### src/rtl/sstw_pkg.sv
// Shared types, constants and a helper function for the two-wire display serializer.
`timescale 1ns / 1ps
package sstw_pkg;

    // Command codes carried on the input tuser
    typedef enum logic [1:0] {
        CMD_TICK   = 2'd0,
        CMD_NUMBER = 2'd1,
        CMD_RAW    = 2'd2,
        CMD_BRIGHT = 2'd3
    } cmd_t;

    localparam int DIGIT_COUNT_DEF = 4;
    localparam int QUEUE_DEPTH     = 2;
    localparam int RAW_BYTES       = 4;
    localparam int BCD_DIGITS      = 5;

    localparam int S_TDATA_W = 56;
    localparam int M_TDATA_W = 8;

    localparam logic [7:0]  ADDR_AUTO_INC  = 8'hC0;
    localparam logic [7:0]  BRIGHT_BASE    = 8'h80;
    localparam logic [7:0]  DISPLAY_ON_BIT = 8'h08;
    localparam logic [15:0] TPS_RESET      = 16'd1;

    // Steps per section of a frame
    localparam logic [4:0] START_STEPS = 5'd3;
    localparam logic [4:0] BYTE_STEPS  = 5'd27;
    localparam logic [4:0] STOP_STEPS  = 5'd4;
    localparam logic [4:0] FIRST_STEPS = 5'd30;

    // Step indices inside a section
    localparam logic [4:0] STEP_A    = 5'd0;
    localparam logic [4:0] STEP_B    = 5'd1;
    localparam logic [4:0] STEP_C    = 5'd2;
    localparam logic [4:0] ACK_CLK_LO = 5'd24;
    localparam logic [4:0] ACK_DAT_HI = 5'd25;
    localparam logic [4:0] BIT_STEPS  = 5'd24;

    // Phase within one data bit
    localparam logic [1:0] PH_CLK_LO = 2'd0;
    localparam logic [1:0] PH_DATA   = 2'd1;

    // Segment pattern of one decimal digit
    function automatic logic [7:0] seg_of(input logic [3:0] digit);
        logic [7:0] seg;
        unique case (digit)
            4'd0:    seg = 8'h3F;
            4'd1:    seg = 8'h06;
            4'd2:    seg = 8'h5B;
            4'd3:    seg = 8'h4F;
            4'd4:    seg = 8'h66;
            4'd5:    seg = 8'h6D;
            4'd6:    seg = 8'h7D;
            4'd7:    seg = 8'h07;
            4'd8:    seg = 8'h7F;
            4'd9:    seg = 8'h6F;
            default: seg = 8'h00;
        endcase
        return seg;
    endfunction

endpackage

### src/rtl/seven_segment_two_wire_serializer.sv
// Top level of the two-wire seven-segment display serializer.
// An item's result reaches m_tvalid via the input stage with number conversion, one
// queue slot and the output register. Throughput: one item per cycle unless m_tready
// stalls the output; the frame advances at most one step per item.
// Reset (aresetn low, synchronous): pins low, idle, queue empty, ticks_per_step 1.
`timescale 1ns / 1ps
module seven_segment_two_wire_serializer #(
    parameter int DIGIT_COUNT = sstw_pkg::DIGIT_COUNT_DEF
) (
    input  logic                           aclk,
    input  logic                           aresetn,
    // configuration: ticks_per_step
    input  logic                           cfg_valid,
    output logic                           cfg_ready,
    input  logic [15:0]                    cfg_data,
    input  logic                           s_tvalid,
    output logic                           s_tready,
    // tuser: cmd[1:0]
    input  logic [1:0]                     s_tuser,
    // tdata: number_value[15:0], segment_byte_0[23:16], segment_byte_1[31:24],
    // segment_byte_2[39:32], segment_byte_3[47:40], brightness_level[50:48],
    // display_on[51], zero fill
    input  logic [sstw_pkg::S_TDATA_W-1:0] s_tdata,
    output logic                           m_tvalid,
    input  logic                           m_tready,
    // tlast: frame_done
    output logic                           m_tlast,
    // tdata: clock_line[0], data_line[1], busy_res[2], command_rejected[3], zero fill
    output logic [sstw_pkg::M_TDATA_W-1:0] m_tdata
);
    import sstw_pkg::*;

    localparam int ENTRY_W = 2 + 8 * (DIGIT_COUNT + 1);

    logic               push_valid;
    logic               push_ready;
    logic [ENTRY_W-1:0] push_data;
    logic               pop_valid;
    logic               pop_ready;
    logic [ENTRY_W-1:0] pop_data;

    sstw_front #(.DIGIT_COUNT(DIGIT_COUNT)) u_front (
        .aclk       (aclk),
        .aresetn    (aresetn),
        .s_tvalid   (s_tvalid),
        .s_tready   (s_tready),
        .s_tuser    (s_tuser),
        .s_tdata    (s_tdata),
        .push_valid (push_valid),
        .push_ready (push_ready),
        .push_data  (push_data)
    );

    sstw_queue #(.WIDTH(ENTRY_W)) u_queue (
        .aclk       (aclk),
        .aresetn    (aresetn),
        .push_valid (push_valid),
        .push_ready (push_ready),
        .push_data  (push_data),
        .pop_valid  (pop_valid),
        .pop_ready  (pop_ready),
        .pop_data   (pop_data)
    );

    sstw_back #(.DIGIT_COUNT(DIGIT_COUNT)) u_back (
        .aclk      (aclk),
        .aresetn   (aresetn),
        .cfg_valid (cfg_valid),
        .cfg_ready (cfg_ready),
        .cfg_data  (cfg_data),
        .pop_valid (pop_valid),
        .pop_ready (pop_ready),
        .pop_data  (pop_data),
        .m_tvalid  (m_tvalid),
        .m_tready  (m_tready),
        .m_tlast   (m_tlast),
        .m_tdata   (m_tdata)
    );

endmodule

### src/rtl/sstw_front.sv
// Front end: accepts command items, converts numbers to digits and builds frame bytes.
`timescale 1ns / 1ps
module sstw_front #(
    parameter int DIGIT_COUNT = sstw_pkg::DIGIT_COUNT_DEF
) (
    input  logic                           aclk,
    input  logic                           aresetn,
    input  logic                           s_tvalid,
    output logic                           s_tready,
    input  logic [1:0]                     s_tuser,
    input  logic [sstw_pkg::S_TDATA_W-1:0] s_tdata,
    output logic                           push_valid,
    input  logic                           push_ready,
    output logic [2+8*(DIGIT_COUNT+1)-1:0] push_data
);
    import sstw_pkg::*;

    localparam int FRAME_MAX = DIGIT_COUNT + 1;
    localparam int BYTES_W   = 8 * FRAME_MAX;

    // Eight double-dabble steps: add three to digits above four, shift in a bit
    function automatic logic [19:0] dabble8(input logic [19:0] bcd_in,
                                            input logic [7:0] bits);
        logic [19:0] bcd;
        bcd = bcd_in;
        for (int k = 0; k < 8; k++) begin
            for (int d = 0; d < BCD_DIGITS; d++) begin
                if (bcd[d*4 +: 4] > 4'd4) begin
                    bcd[d*4 +: 4] = bcd[d*4 +: 4] + 4'd3;
                end
            end
            bcd = {bcd[18:0], bits[7-k]};
        end
        return bcd;
    endfunction

    logic        st_valid_reg;
    cmd_t        st_cmd_reg;
    logic [19:0] st_bcd_reg;
    logic [7:0]  st_low_reg;
    logic [31:0] st_raw_reg;
    logic [3:0]  st_bright_reg;

    logic              accept;
    logic              push;
    logic [19:0]       bcd_full;
    logic [BYTES_W-1:0] frame_bytes;

    assign push     = st_valid_reg && push_ready;
    assign s_tready = !st_valid_reg || push_ready;
    assign accept   = s_tvalid && s_tready;

    // Hold valid of the input stage
    always_ff @(posedge aclk) begin
        if (!aresetn) begin
            st_valid_reg <= 1'b0;
        end else if (accept) begin
            st_valid_reg <= 1'b1;
        end else if (push) begin
            st_valid_reg <= 1'b0;
        end
    end

    // Capture the item with the upper half of the number already converted
    always_ff @(posedge aclk) begin
        if (accept) begin
            st_cmd_reg    <= cmd_t'(s_tuser);
            st_bcd_reg    <= dabble8(20'd0, s_tdata[15:8]);
            st_low_reg    <= s_tdata[7:0];
            st_raw_reg    <= s_tdata[47:16];
            st_bright_reg <= s_tdata[51:48];
        end
    end

    // Finish the conversion on the lower half
    assign bcd_full = dabble8(st_bcd_reg, st_low_reg);

    // First byte: address command, or the brightness command
    assign frame_bytes[7:0] = (st_cmd_reg == CMD_BRIGHT)
        ? (BRIGHT_BASE | (st_bright_reg[3] ? DISPLAY_ON_BIT : 8'h00)
           | {5'd0, st_bright_reg[2:0]})
        : ADDR_AUTO_INC;

    // Digit bytes, leftmost first
    for (genvar gi = 0; gi < DIGIT_COUNT; gi++) begin : g_byte
        localparam int PLACE = DIGIT_COUNT - 1 - gi;
        logic [7:0] num_seg;
        logic [7:0] raw_seg;
        if (PLACE < BCD_DIGITS) begin : g_num
            assign num_seg = seg_of(bcd_full[PLACE*4 +: 4]);
        end else begin : g_num_zero
            // place above the largest number: always a shown zero
            assign num_seg = seg_of(4'd0);
        end
        if (gi < RAW_BYTES) begin : g_raw
            assign raw_seg = st_raw_reg[gi*8 +: 8];
        end else begin : g_raw_zero
            assign raw_seg = 8'h00;
        end
        assign frame_bytes[(gi+1)*8 +: 8] = (st_cmd_reg == CMD_NUMBER) ? num_seg
                                          : (st_cmd_reg == CMD_RAW)    ? raw_seg
                                          : 8'h00;
    end

    assign push_valid = st_valid_reg;
    assign push_data  = {frame_bytes, st_cmd_reg};

endmodule

### src/rtl/sstw_queue.sv
// Short register queue between the front end and the serializer.
`timescale 1ns / 1ps
module sstw_queue #(
    parameter int WIDTH = 42
) (
    input  logic             aclk,
    input  logic             aresetn,
    input  logic             push_valid,
    output logic             push_ready,
    input  logic [WIDTH-1:0] push_data,
    output logic             pop_valid,
    input  logic             pop_ready,
    output logic [WIDTH-1:0] pop_data
);
    import sstw_pkg::*;

    localparam int PTR_W = (QUEUE_DEPTH > 1) ? $clog2(QUEUE_DEPTH) : 1;
    localparam int CNT_W = $clog2(QUEUE_DEPTH + 1);
    localparam logic [PTR_W-1:0] LAST_PTR = PTR_W'(QUEUE_DEPTH - 1);

    logic [WIDTH-1:0] entry_reg [QUEUE_DEPTH];
    logic [PTR_W-1:0] wr_ptr_reg;
    logic [PTR_W-1:0] rd_ptr_reg;
    logic [CNT_W-1:0] count_reg;

    logic push;
    logic pop;

    assign push_ready = (count_reg != CNT_W'(QUEUE_DEPTH));
    assign pop_valid  = (count_reg != '0);
    assign push       = push_valid && push_ready;
    assign pop        = pop_valid && pop_ready;
    assign pop_data   = entry_reg[rd_ptr_reg];

    // Advance pointers and count
    always_ff @(posedge aclk) begin
        if (!aresetn) begin
            wr_ptr_reg <= '0;
            rd_ptr_reg <= '0;
            count_reg  <= '0;
        end else begin
            if (push) begin
                wr_ptr_reg <= (wr_ptr_reg == LAST_PTR) ? '0 : wr_ptr_reg + PTR_W'(1);
            end
            if (pop) begin
                rd_ptr_reg <= (rd_ptr_reg == LAST_PTR) ? '0 : rd_ptr_reg + PTR_W'(1);
            end
            if (push && !pop) begin
                count_reg <= count_reg + CNT_W'(1);
            end else if (pop && !push) begin
                count_reg <= count_reg - CNT_W'(1);
            end
        end
    end

    // Store the entry
    always_ff @(posedge aclk) begin
        if (push) begin
            entry_reg[wr_ptr_reg] <= push_data;
        end
    end

endmodule

### src/rtl/sstw_back.sv
// Back end: steps the two-wire frame at most once per item and registers the result.
`timescale 1ns / 1ps
module sstw_back #(
    parameter int DIGIT_COUNT = sstw_pkg::DIGIT_COUNT_DEF
) (
    input  logic                           aclk,
    input  logic                           aresetn,
    input  logic                           cfg_valid,
    output logic                           cfg_ready,
    input  logic [15:0]                    cfg_data,
    input  logic                           pop_valid,
    output logic                           pop_ready,
    input  logic [2+8*(DIGIT_COUNT+1)-1:0] pop_data,
    output logic                           m_tvalid,
    input  logic                           m_tready,
    output logic                           m_tlast,
    output logic [sstw_pkg::M_TDATA_W-1:0] m_tdata
);
    import sstw_pkg::*;

    localparam int FRAME_MAX = DIGIT_COUNT + 1;
    localparam int IDX_W     = $clog2(FRAME_MAX);
    localparam logic [2:0] FRAME_LEN = 3'(FRAME_MAX);

    // New pin levels {clock, data} for step s of section pos
    function automatic logic [1:0] drive(input logic [2:0] pos, input logic [4:0] s,
                                         input logic [2:0] len, input logic [7:0] b,
                                         input logic clk_in, input logic dat_in);
        logic       clk;
        logic       dat;
        logic [4:0] t;
        logic [8:0] prod;
        logic [2:0] bit_idx;
        logic [4:0] three_bits;
        logic [1:0] ph;
        clk = clk_in;
        dat = dat_in;
        t = (pos == 3'd0) ? s - START_STEPS : s;
        // t / 3 through a reciprocal, exact below 24
        prod = {4'd0, t} * 9'd11;
        bit_idx = prod[7:5];
        three_bits = {2'd0, bit_idx} + {1'b0, bit_idx, 1'b0};
        ph = 2'(t - three_bits);
        if (pos >= len) begin
            // stop condition
            priority case (s)
                STEP_A:  clk = 1'b0;
                STEP_B:  dat = 1'b0;
                STEP_C:  clk = 1'b1;
                default: dat = 1'b1;
            endcase
        end else if (pos == 3'd0 && s < START_STEPS) begin
            // start condition
            priority case (s)
                STEP_A:  dat = 1'b1;
                STEP_B:  clk = 1'b1;
                default: dat = 1'b0;
            endcase
        end else if (t < BIT_STEPS) begin
            priority case (ph)
                PH_CLK_LO: clk = 1'b0;
                PH_DATA:   dat = b[bit_idx];
                default:   clk = 1'b1;
            endcase
        end else if (t == ACK_CLK_LO) begin
            clk = 1'b0;
        end else if (t == ACK_DAT_HI) begin
            dat = 1'b1;
        end else begin
            clk = 1'b1;
        end
        return {clk, dat};
    endfunction

    logic [15:0] tps_reg;
    logic        clk_reg,  clk_next;
    logic        dat_reg,  dat_next;
    logic [7:0]  bytes_reg [FRAME_MAX];
    logic [2:0]  len_reg,  len_next;
    logic [2:0]  pos_reg,  pos_next;
    logic [4:0]  step_reg, step_next;
    logic [15:0] pre_reg,  pre_next;
    logic        sending_reg, sending_next;
    logic        m_tvalid_reg;
    logic        m_tlast_reg;
    logic [M_TDATA_W-1:0] m_tdata_reg;

    logic        fire;
    logic        load;
    logic        done;
    logic        rejected;
    cmd_t        entry_cmd;
    logic [4:0]  sec_steps;
    logic [4:0]  step_inc;
    logic        step_fits;
    logic [2:0]  tgt_pos;
    logic [4:0]  tgt_step;
    logic [7:0]  tgt_byte;
    logic [1:0]  levels;

    assign entry_cmd = cmd_t'(pop_data[1:0]);
    assign fire      = pop_valid && (!m_tvalid_reg || m_tready);
    assign pop_ready = !m_tvalid_reg || m_tready;
    assign cfg_ready = 1'b1;

    // Pick the next step and its pin levels
    always_comb begin
        sec_steps = (pos_reg >= len_reg) ? STOP_STEPS
                  : (pos_reg == 3'd0)    ? FIRST_STEPS : BYTE_STEPS;
        step_inc  = step_reg + 5'd1;
        step_fits = step_inc < sec_steps;
        tgt_pos   = step_fits ? pos_reg : pos_reg + 3'd1;
        tgt_step  = step_fits ? step_inc : 5'd0;
        tgt_byte  = (tgt_pos < FRAME_LEN) ? bytes_reg[tgt_pos[IDX_W-1:0]] : 8'h00;
        levels    = drive(tgt_pos, tgt_step, len_reg, tgt_byte, clk_reg, dat_reg);
    end

    // Advance the frame by one item
    always_comb begin
        clk_next     = clk_reg;
        dat_next     = dat_reg;
        len_next     = len_reg;
        pos_next     = pos_reg;
        step_next    = step_reg;
        pre_next     = pre_reg;
        sending_next = sending_reg;
        done         = 1'b0;
        rejected     = 1'b0;
        load         = 1'b0;
        if (fire) begin
            if (sending_reg) begin
                rejected = (entry_cmd != CMD_TICK);
                if (pre_reg >= tps_reg) begin
                    if (step_fits || pos_reg < len_reg) begin
                        pos_next  = tgt_pos;
                        step_next = tgt_step;
                        clk_next  = levels[1];
                        dat_next  = levels[0];
                        pre_next  = 16'd1;
                    end else begin
                        sending_next = 1'b0;
                        done         = 1'b1;
                        pre_next     = 16'd0;
                    end
                end else begin
                    pre_next = pre_reg + 16'd1;
                end
            end else if (entry_cmd != CMD_TICK) begin
                // start: first step raises data
                load         = 1'b1;
                len_next     = (entry_cmd == CMD_BRIGHT) ? 3'd1 : FRAME_LEN;
                pos_next     = 3'd0;
                step_next    = 5'd0;
                dat_next     = 1'b1;
                pre_next     = 16'd1;
                sending_next = 1'b1;
            end
        end
    end

    // Frame state and configuration
    always_ff @(posedge aclk) begin
        if (!aresetn) begin
            tps_reg     <= TPS_RESET;
            clk_reg     <= 1'b0;
            dat_reg     <= 1'b0;
            len_reg     <= 3'd0;
            pos_reg     <= 3'd0;
            step_reg    <= 5'd0;
            pre_reg     <= 16'd0;
            sending_reg <= 1'b0;
        end else begin
            if (cfg_valid) begin
                tps_reg <= cfg_data;
            end
            clk_reg     <= clk_next;
            dat_reg     <= dat_next;
            len_reg     <= len_next;
            pos_reg     <= pos_next;
            step_reg    <= step_next;
            pre_reg     <= pre_next;
            sending_reg <= sending_next;
        end
    end

    // Load frame bytes on a start
    always_ff @(posedge aclk) begin
        if (load) begin
            for (int i = 0; i < FRAME_MAX; i++) begin
                bytes_reg[i] <= pop_data[2 + i*8 +: 8];
            end
        end
    end

    // Output register
    always_ff @(posedge aclk) begin
        if (!aresetn) begin
            m_tvalid_reg <= 1'b0;
        end else if (fire) begin
            m_tvalid_reg <= 1'b1;
        end else if (m_tready) begin
            m_tvalid_reg <= 1'b0;
        end
    end

    always_ff @(posedge aclk) begin
        if (fire) begin
            m_tdata_reg <= {4'd0, rejected, sending_next, dat_next, clk_next};
            m_tlast_reg <= done;
        end
    end

    assign m_tvalid = m_tvalid_reg;
    assign m_tdata  = m_tdata_reg;
    assign m_tlast  = m_tlast_reg;

endmodule

### config.mk
export PLATFORM = sky130hd
export DESIGN_NAME = seven_segment_two_wire_serializer
export DESIGN_NICKNAME = d
export VERILOG_FILES = /design/src/rtl/sstw_pkg.sv /design/src/rtl/seven_segment_two_wire_serializer.sv /design/src/rtl/sstw_front.sv /design/src/rtl/sstw_queue.sv /design/src/rtl/sstw_back.sv
export SDC_FILE = /design/constraint.sdc
export NUM_CORES = 1
export LEC_CHECK = 0
export ABC_AREA = 1
export BUFFER_PORTS_ARGS = -buffer_cell sky130_fd_sc_hd__buf_2
export CAP_MARGIN = 20
export CELL_PAD_IN_SITES_DETAIL_PLACEMENT = 1
export CELL_PAD_IN_SITES_GLOBAL_PLACEMENT = 1
export CORE_ASPECT_RATIO = 1.75
export CORE_MARGIN = 1
export CORE_UTILIZATION = 35
export DETAILED_ROUTE_END_ITERATION = 6
export GPL_ROUTABILITY_DRIVEN = 1
export PLACE_DENSITY_LB_ADDON = 0.05
export SYNTH_ARGS = -nofsm -noshare
export SYNTH_HDL_FRONTEND = slang
export SYNTH_HIERARCHICAL = 1
export SYNTH_SLANG_ARGS = --single-unit
### constraint.sdc
create_clock -name aclk -period 10.3 [get_ports aclk]
set_input_delay 0.515 -clock aclk [delete_from_list [all_inputs] [get_ports aclk]]
set_output_delay 0.515 -clock aclk [all_outputs]
set_load 0.005 [all_outputs]
==> qor.yml, run 1 <==
multi_input_area_um2: 7702
synthArstFlopShare_pct: 0
setup_viol: 0
met1_usage_pct: 14.95
dp_hpwl_mm: 29.40
holdBufCountCts: 0
synthFlopType: "edfxtp_1"
place_ws_ns: 3.824
n_antenna_cell: 0
grt_pass1_vias: 12830
max_freq_mhz: 156.3
synth_area_leaders: "edfxtp_1 36%, nand2_1 12%, ha_1 8.1%"
antenna_found_initial: 0
ant_nets: 0
worst_setup_path_end_kind: "flop"
cts_made_buffers: 27
clock_path_buffers: 3
finalMaxSlewViolations: 0
maxCapViolations: 0
ys_ff_latch: 237
slew_headroom_pct: 28.47
grt_usage_pct: 16.94
ys_top_cells_by_count: "477 x nand2_1, 225 x inv_1, 185 x edfxtp_1, 125 x nand3_1"
skew_ns: 0.01970
met2_usage_pct: 37.09
firstDrtPassIters: 4
setup_ws_ns: 3.903
hp-class: "input pin to flop"
tightest_slew_ns: 1.073
ff2ff_path_depth: 40
cts_resized: 0
syn-mean-instance-area_um2: 8.636
via_per_inst: 4.782
largest_reg_flops: 84
root_buffer: "clkbuf_16"
worst_path_most_repeated_cell: "nand2_1"
core_area_um2: 43600
cts_sinks: 237
drc: 0
gp_congestion: 0.7879
grt_pass1_wl_mm: 61.44
period_share_pct: 62.11
yosysTopAreaCell: "edfxtp_1"
busiest_layer: "met2"
grt_max_degree: 44
ys_seq_area_share_pct: 42.53
drt_iter0_drc: 294
h-tree-depth: 1
drive_above_1_share_pct: 21.08
finalHoldViolations: 0
io_pins: 91
slowest_delay_ns: 0.50
fin_crit_ns: 6.397
io_buffer_count: 81
critical_path_required_ns: 10.61
synth_cell_types: 65
rows: 101
slowest_stage: "fa_1"
whs_path_depth: 1
crit_fanout: 22
initial_core_util_pct: 35.57
synthCells: 1796
vias: 11830
synth_edf_count: 185
yosysWarnings: 6
startpoint: "u_back/pos_reg[0]"
syn_area_um2: 15510
start_kind: "flop"
met3_usage_pct: 1.936
crit_type: "flop to flop"
rsz0062_at_grt: "false"
wl_per_cell_um: 15.03
chipWidth_um: 161.1
clkTransAtPathRegs_ns: 0.07
die_area_um2: 45190
status: "finished clean"
hp-start: "s_tdata[18]"
synth.top_cell.area_share_pct: 35.82
regToRegStartpoint: "u_back/pos_reg[0]"
overflow: 0
critPathArrivalTime_ns: 6.70
fillers: 5211
wl_mm: 37.16
tritoncts: "built"
regArea_um2: 6598
clkLatencyLatePin_ns: 0.55
hold_ws_ns: 0.1357
nets: 2066
area_delta_synth_final_pct: 12.12
fp.dieH_um: 280.5
setup_tns_ns: 0
yosysMostFrequentCell: "nand2_1"
cts_setup_buffers: 0
-- cells in the final DEF (no fill, tap or decap), types with 7 or more instances in the layout --
master,n
xor2_1,18
nand4_1,11
o21ai_1,19
buf_2,81
ha_1,100
buf_4,7
o21ai_2,7
edfxtp_1,185
nand3_1,125
nand3b_1,13
inv_1,225
nand2_1,477
nor2_1,97
nor2_2,7
a21oi_1,66
nand2_2,84
o21ai_0,47
conb_1,8
nand2_4,29
nor3_1,10
dfxtp_1,51
mux2_4,40
inv_2,43
a32oi_1,8
clkbuf_16,27
nand3_2,24
-- final cells by class --
cell class | instances | area share [%]
multi-input combinational | 1261 | 44.29
sequential | 237 | 37.94
inverter | 271 | 5.864
tap | 566 | 4.072
clock buffer | 30 | 3.950
timing repair buffer | 88 | 2.633
clock inverter | 20 | 1.252
-- cell families (layout without fill, tap and decap cells) --
| family | count (synthesis) | in the layout | synth area share [%] |
|---|---|---|---|
| XOR/XNOR | 29 | 29 | 1.952 |
| flip-flops | 237 | 237 | 42.53 |
| multiplexers | 45 | 45 | 4.211 |
| other | 4 | 8 | 0.09678 |
| adder cells (fa/ha/maj) | 101 | 101 | 8.196 |
| AO/OA/AOI/OAI | 182 | 182 | 7.035 |
| AND/OR/NAND/NOR | 896 | 896 | 27.86 |
| buffers and inverters | 302 | 409 | 8.124 |
-- worst paths after layout --
kind                                end  slack, ns
setup / recovery      u_back/m_tdata[1]       3.90
hold / removal    u_front/st_raw_reg[2]       0.14
setup reg to reg      u_back/m_tdata[1]       3.90
hold reg to reg      u_back/tps_reg[10]       0.47
-- worst max-delay path: cells and delay by family, from the launching register on --
family          cells  cell delay, ns
xor+xnor            2            0.59
fa+ha+maj           6            1.78
flops               1            0.39
simple gates       22            2.25
compound gates      5            0.85
buf+inv             5            0.30
-- metrics by stage --
| stage | instance area [um^2] | instances | utilization [%] |
|---|---|---|---|
| floorplan | 15520 | 1800 | - |
| CTS | 17390 | 2473 | 39.89 |
| global route | 17390 | 2473 | 39.89 |
| detailed placement | 16490 | 2423 | 37.81 |
| global placement | 16490 | 2423 | 37.81 |
| finish | 17390 | 2473 | 39.89 |
-- layer usage --
metal  up-vias  wire (um)
li1       6035          -
met2       105      22360
met5         -          0
met3        52        841
met1      5633      12860
met4         0       1096
Power of run 1 is left out: the tool's default activity adds up to more than one toggle a clock period on the data nets, which glitch-free logic cannot reach.
==> inputs of run 2 (changes only) <==
==> constraint.sdc (replaced) <==
create_clock -name aclk -period 5.1 [get_ports aclk]
set_input_delay 0.255 -clock aclk [delete_from_list [all_inputs] [get_ports aclk]]
set_output_delay 0.255 -clock aclk [all_outputs]
set_load 0.005 [all_outputs]
==> run 2 against run 1 <==
Net effect: the run now ends with negative setup slack left; cell area rose by 27%; critical path depth up 12; first-iteration DRC count is 16% higher; register-to-register slack lost 4.2 ns; maximum frequency up 19%; via count increased by 14%; wire length grew 15%; worst setup slack lost 4.2 ns; die area did not move; critical endpoint is now u_queue/entry_reg[1][37].
==> qor.yml, run 2 (synthesis gave the netlist of run 1 again) <==
skew_ns: 0.02678
postLayoutCellArea_um2: 22120
h-tree-depth: 1
placed_area_um2: 18380
maxCapViolations: 0
wl_mm: 42.60
final_common_cell: "nand2_1"
dp_hpwl_mm: 31.07
grt_usage_pct: 18.55
finalMaxSlewViolations: 0
firstDrtPassIters: 4
nets: 2420
root_buffer: "clkbuf_16"
chipWidth_um: 161.1
setup_viol: 60
gp_congestion: 0.8129
hold_ws_ns: 0.02719
clkTransAtPathRegs_ns: 0.06
setup_ws_ns: -0.2843
grt_pass1_vias: 14710
slowest_delay_ns: 0.42
violations: "negative setup slack"
worst_path_most_repeated_cell: "nand2_4"
clkLatencyLatePin_ns: 0.57
start_kind: "flop"
dp_cells: 2629
via_per_inst: 4.757
rows: 101
overflow: 0
tritoncts: "built"
r2r_slack_ns: -0.28
hp-class: "input pin to flop"
n_antenna_cell: 0
wl_per_cell_um: 15.07
period_share_pct: 105.6
largest_reg_flops: 84
fp.dieH_um: 280.5
grt_pass1_wl_mm: 67.97
core_area_um2: 43600
finalHoldViolations: 0
status: "finished, violations left"
worst_setup_path_end_kind: "flop"
place_ws_ns: -0.6201
initial_core_util_pct: 35.57
crit_type: "flop to flop"
critical_path_required_ns: 5.39
crit_fanout: 4
final_cell_count_no_fill: 2826
clock_path_buffers: 3
ant_nets: 0
layout_common_cells: "381 x nand2_1, 279 x buf_4, 186 x inv_1"
grt_max_degree: 57
max_freq_mhz: 185.7
fillers: 5022
fin_crit_ns: 5.384
slowest_stage: "edfxtp_1"
antenna_found_initial: 0
die_area_um2: 45190
drc: 0
critPathArrivalTime_ns: 5.68
cts_sinks: 237
io_buffer_count: 81
slew_headroom_pct: 26.98
multi_input_area_um2: 9494
cts_made_buffers: 26
area_delta_synth_final_pct: 42.59
rsz0062_at_grt: "true"
io_pins: 91
tightest_slew_ns: 1.091
drt_iter0_drc: 341
regArea_um2: 6601
vias: 13440
drive_above_1_share_pct: 42.35
[run 2: changes by cell type in the layout (fill, tap and decap cells not counted), sizes merged, moves of 2 or more]
cell,delta
clkinv,+3
dlygate4sd3,+62
clkbuf,-2
clkinvlp,-4
inv,+2
buf,+293
[run 2: area by class of cell]
cell class,count,area share [%]
sequential,237,29.85
tap,566,3.202
clock inverter,20,0.9562
inverter,271,4.826
multi-input combinational,1261,42.93
timing repair buffer,443,15.26
clock buffer,28,2.976
[run 2: timing repair]
action / 4_1_cts / 5_1_grt
pin swaps: 131 / 126
setup buffers: 53 / 40
hold buffers: 62 / 0
hold endpoints to repair: 61 / 0
gates resized for setup: 218 / 164
endpoints found under the setup margin: 60 / 60
[run 2: final timing paths]
check | startpoint | endpoint | cells after the start
worst max-delay path | u_front/st_bcd_reg[0] | u_queue/entry_reg[1][37] | 52
worst min-delay path | cfg_data[11] | u_back/tps_reg[11] | 3
worst max register to register | u_front/st_bcd_reg[0] | u_queue/entry_reg[1][37] | 52
worst min register to register | u_back/tps_reg[8] | u_back/tps_reg[8] | 2
[run 2: per-layer routing]
metal	global-route usage [%]	wire [um]
met5	0	0
met1	15.73	14070
met2	41.80	26410
met3	1.907	771
met4	6.241	1348
[run 2: per-stage QoR]
step                      util (%)  setup TNS [ns]
after CTS                    48.43          -7.122
final                        50.72          -10.65
after detailed placement     42.15          -30.55
after floorplan                  -          -2.788
after global routing         50.72          -31.02
after global placement       42.15          -17.40
[run 2: critical path: cells and delay by family (launching register included)]
| family | cells | cell delay [ns] |
|---|---|---|
| buffers and inverters | 9 | 0.51 |
| and+or+nand+nor | 36 | 2.92 |
| adders and majority gates | 6 | 1.07 |
| xor gates and xnor gates | 1 | 0.17 |
| DFF | 1 | 0.42 |
Power of run 2 is left out for the same reason.
==> inputs of run 3 (changes only) <==
--- a/config.mk
+++ b/config.mk
@@ -18,5 +18,4 @@
 export PLACE_DENSITY_LB_ADDON = 0.05
 export SYNTH_ARGS = -nofsm -noshare
 export SYNTH_HDL_FRONTEND = slang
-export SYNTH_HIERARCHICAL = 1
 export SYNTH_SLANG_ARGS = --single-unit
==> run 3 against run 2 <==
Net effect: the flow still finishes with violations (negative setup slack); non-clock buffer count rose by 69; critical path depth fell by 1; cell area barely moved; via count rose by 0.24%; core utilization rose by 2.1 points; first-iteration DRC count fell by 1.2%; critical path type unchanged; largest cell class unchanged.
==> qor.yml, run 3 <==
fin_crit_ns: 5.976
tritoncts: "built"
synth_edf_count: 176
largest_reg_flops: 78
initial_core_util_pct: 35.74
grt_max_degree: 57
gp_congestion: 0.7802
whs_path_depth: 3
multi_input_area_um2: 9355
skew_ns: 0.02345
regToRegStartpoint: "u_front.st_bcd_reg[4]"
area_delta_synth_final_pct: 47.85
postLayoutCellArea_um2: 22130
synthArstFlopShare_pct: 0
critical_path_required_ns: 5.40
ys_seq_area_share_pct: 42.27
setup_tns_ns: -34.31
clkTransAtPathRegs_ns: 0.06
setup_ws_ns: -0.8758
firstDrtPassIters: 4
fp.dieH_um: 275.5
antenna_found_initial: 0
crit_fanout: 5
h-tree-depth: 1
max_freq_mhz: 167.3
drc: 0
grt_pass1_wl_mm: 67.39
worst_path_most_repeated_cell: "buf_4"
r2r_slack_ns: -0.88
critPathArrivalTime_ns: 6.28
synth.top_cell.area_share_pct: 35.32
ys_top_cells_by_count: "439 x nand2_1, 256 x inv_1, 176 x edfxtp_1, 130 x nand3_1, 125 x ha_1"
tightest_slew_ns: 0.8705
vias: 13480
drive_above_1_share_pct: 43.16
synth_cell_types: 55
grt_pass1_vias: 14670
wl_per_cell_um: 14.69
synth_area_leaders: "edfxtp_1 35%, nand2_1 11%, ha_1 10%"
grt_usage_pct: 19.26
hp-class: "input pin to flop"
die_area_um2: 43620
placed_area_um2: 18800
dp_hpwl_mm: 30.67
clkLatencyLatePin_ns: 0.55
ff2ff_path_depth: 51
cp_num_buf_inv: 22
setup_viol: 60
core_area_um2: 41870
maxCapViolations: 0
slew_headroom_pct: 41.36
rows: 99
ys_ff_latch: 228
syn-mean-instance-area_um2: 8.483
syn_area_um2: 14960
dp_cells: 2631
clock_path_buffers: 3
synthCells: 1764
yosysMostFrequentCell: "nand2_1"
overflow: 0
via_per_inst: 4.727
violations: "negative setup slack"
crit_family: "buffers and inverters"
rsz0062_at_grt: "true"
finalMaxSlewViolations: 0
nets: 2482
crit_type: "flop to flop"
root_buffer: "clkbuf_16"
final_common_cell: "buf_4"
rr_endpoint: "u_queue.entry_reg[1][10]"
yosysTopAreaCell: "edfxtp_1"
synthFlopType: "edfxtp_1"
start_kind: "flop"
slowest_stage: "edfxtp_1"
hp-start: "cfg_data[1]"
startpoint: "u_front.st_bcd_reg[4]"
wl_mm: 41.87
regArea_um2: 6332
worst_setup_path_end_kind: "flop"
io_pins: 91
io_buffer_count: 81
slowest_delay_ns: 0.38
cts_made_buffers: 25
final_cell_count_no_fill: 2851
cts_sinks: 228
status: "finished, violations left"
drt_iter0_drc: 337
ant_nets: 0
chipWidth_um: 158.3
hold_end: "u_back.tps_reg[1]"
fillers: 4878
finalHoldViolations: 0
layout_common_cells: "345 x buf_4, 344 x nand2_1, 191 x inv_1"
yosysWarnings: 0
n_antenna_cell: 0
post-route-util_pct: 52.85
period_share_pct: 117.2
==> run 3: cell count changes after synthesis, sizes merged, moves of 7 or more <==
cell | before | now
nand2 | 591 | 535
ha | 100 | 125
o21ai | 74 | 89
buf | 19 | 8
a211oi | 0 | 9
clkbuf | 12 | 21
edfxtp | 185 | 176
nand3 | 151 | 159
nor3 | 11 | 4
==> run 3: repair_timing <==
| action | CTS | global route |
|---|---|---|
| hold endpoints to repair | 61 | 0 |
| gates resized for setup | 132 | 146 |
| setup buffers | 79 | 33 |
| endpoints found under the setup margin | 60 | 60 |
| hold buffers | 62 | 0 |
| pin swaps | 114 | 111 |
==> run 3: worst max path at each step <==
stage                                    end  slack, ns  cells after the start
floorplan           u_queue.entry_reg[0][13]      -0.61                     55
detailed placement  u_queue.entry_reg[1][14]      -1.04                     54
finish              u_queue.entry_reg[1][10]      -0.88                     51
global placement    u_queue.entry_reg[0][14]      -0.69                     54
global route        u_queue.entry_reg[1][13]      -1.22                     51
CTS                 u_queue.entry_reg[0][10]      -0.71                     55
==> run 3: worst register-to-register path: cells and delay by family (launching register included) <==
family                   cells  cell delay (ns)
AND/OR/NAND/NOR             20             1.69
flip-flops                   1             0.38
adder cells (fa/ha/maj)      6             1.00
AO/OA/AOI/OAI                2             0.40
buffers and inverters       22             2.08
XOR/XNOR                     1             0.17
==> run 3: per-stage QoR <==
stage	setup slack, ns	hold WS [ns]
floorplan	-0.6142	0.3539
global placement	-0.6909	0.4310
detailed placement	-1.037	0.4333
CTS	-0.7129	0.002965
global route	-1.225	0.03495
finish	-0.8758	0.02754
==> run 3: layout make-up <==
class | count | share of cell area, %
Multi-Input combinational cell | 1241 | 42.28
Sequential cell | 228 | 28.62
Clock inverter | 16 | 0.5146
Clock buffer | 30 | 2.958
Timing Repair Buffer | 512 | 17.68
Inverter | 269 | 4.801
Tap cell | 555 | 3.139
==> run 3: cell families (layout without fill, tap and decap cells) <==
logic type      count (synthesis)  after routing  share of synthesized area (%)
compound gates                201            201                          7.751
xor+xnor                       24             24                          1.555
fa+ha+maj                     126            126                          10.59
buf+inv                       298            827                          7.651
flops                         228            228                          42.27
mux                            40             40                          2.985
other cells                     2              5                        0.05019
simple gates                  845            845                          27.15
==> run 3: metal layers <==
layer  vias to the layer above  GRT usage (%)  routed length [um]
met3                        55          1.837                 804
met5                         -              0                   0
met4                         0          5.238                 895
li1                       6807              -                   -
met1                      6497          17.35               14560
met2                       117          42.62               25620
Power of run 3 is left out for the same reason.
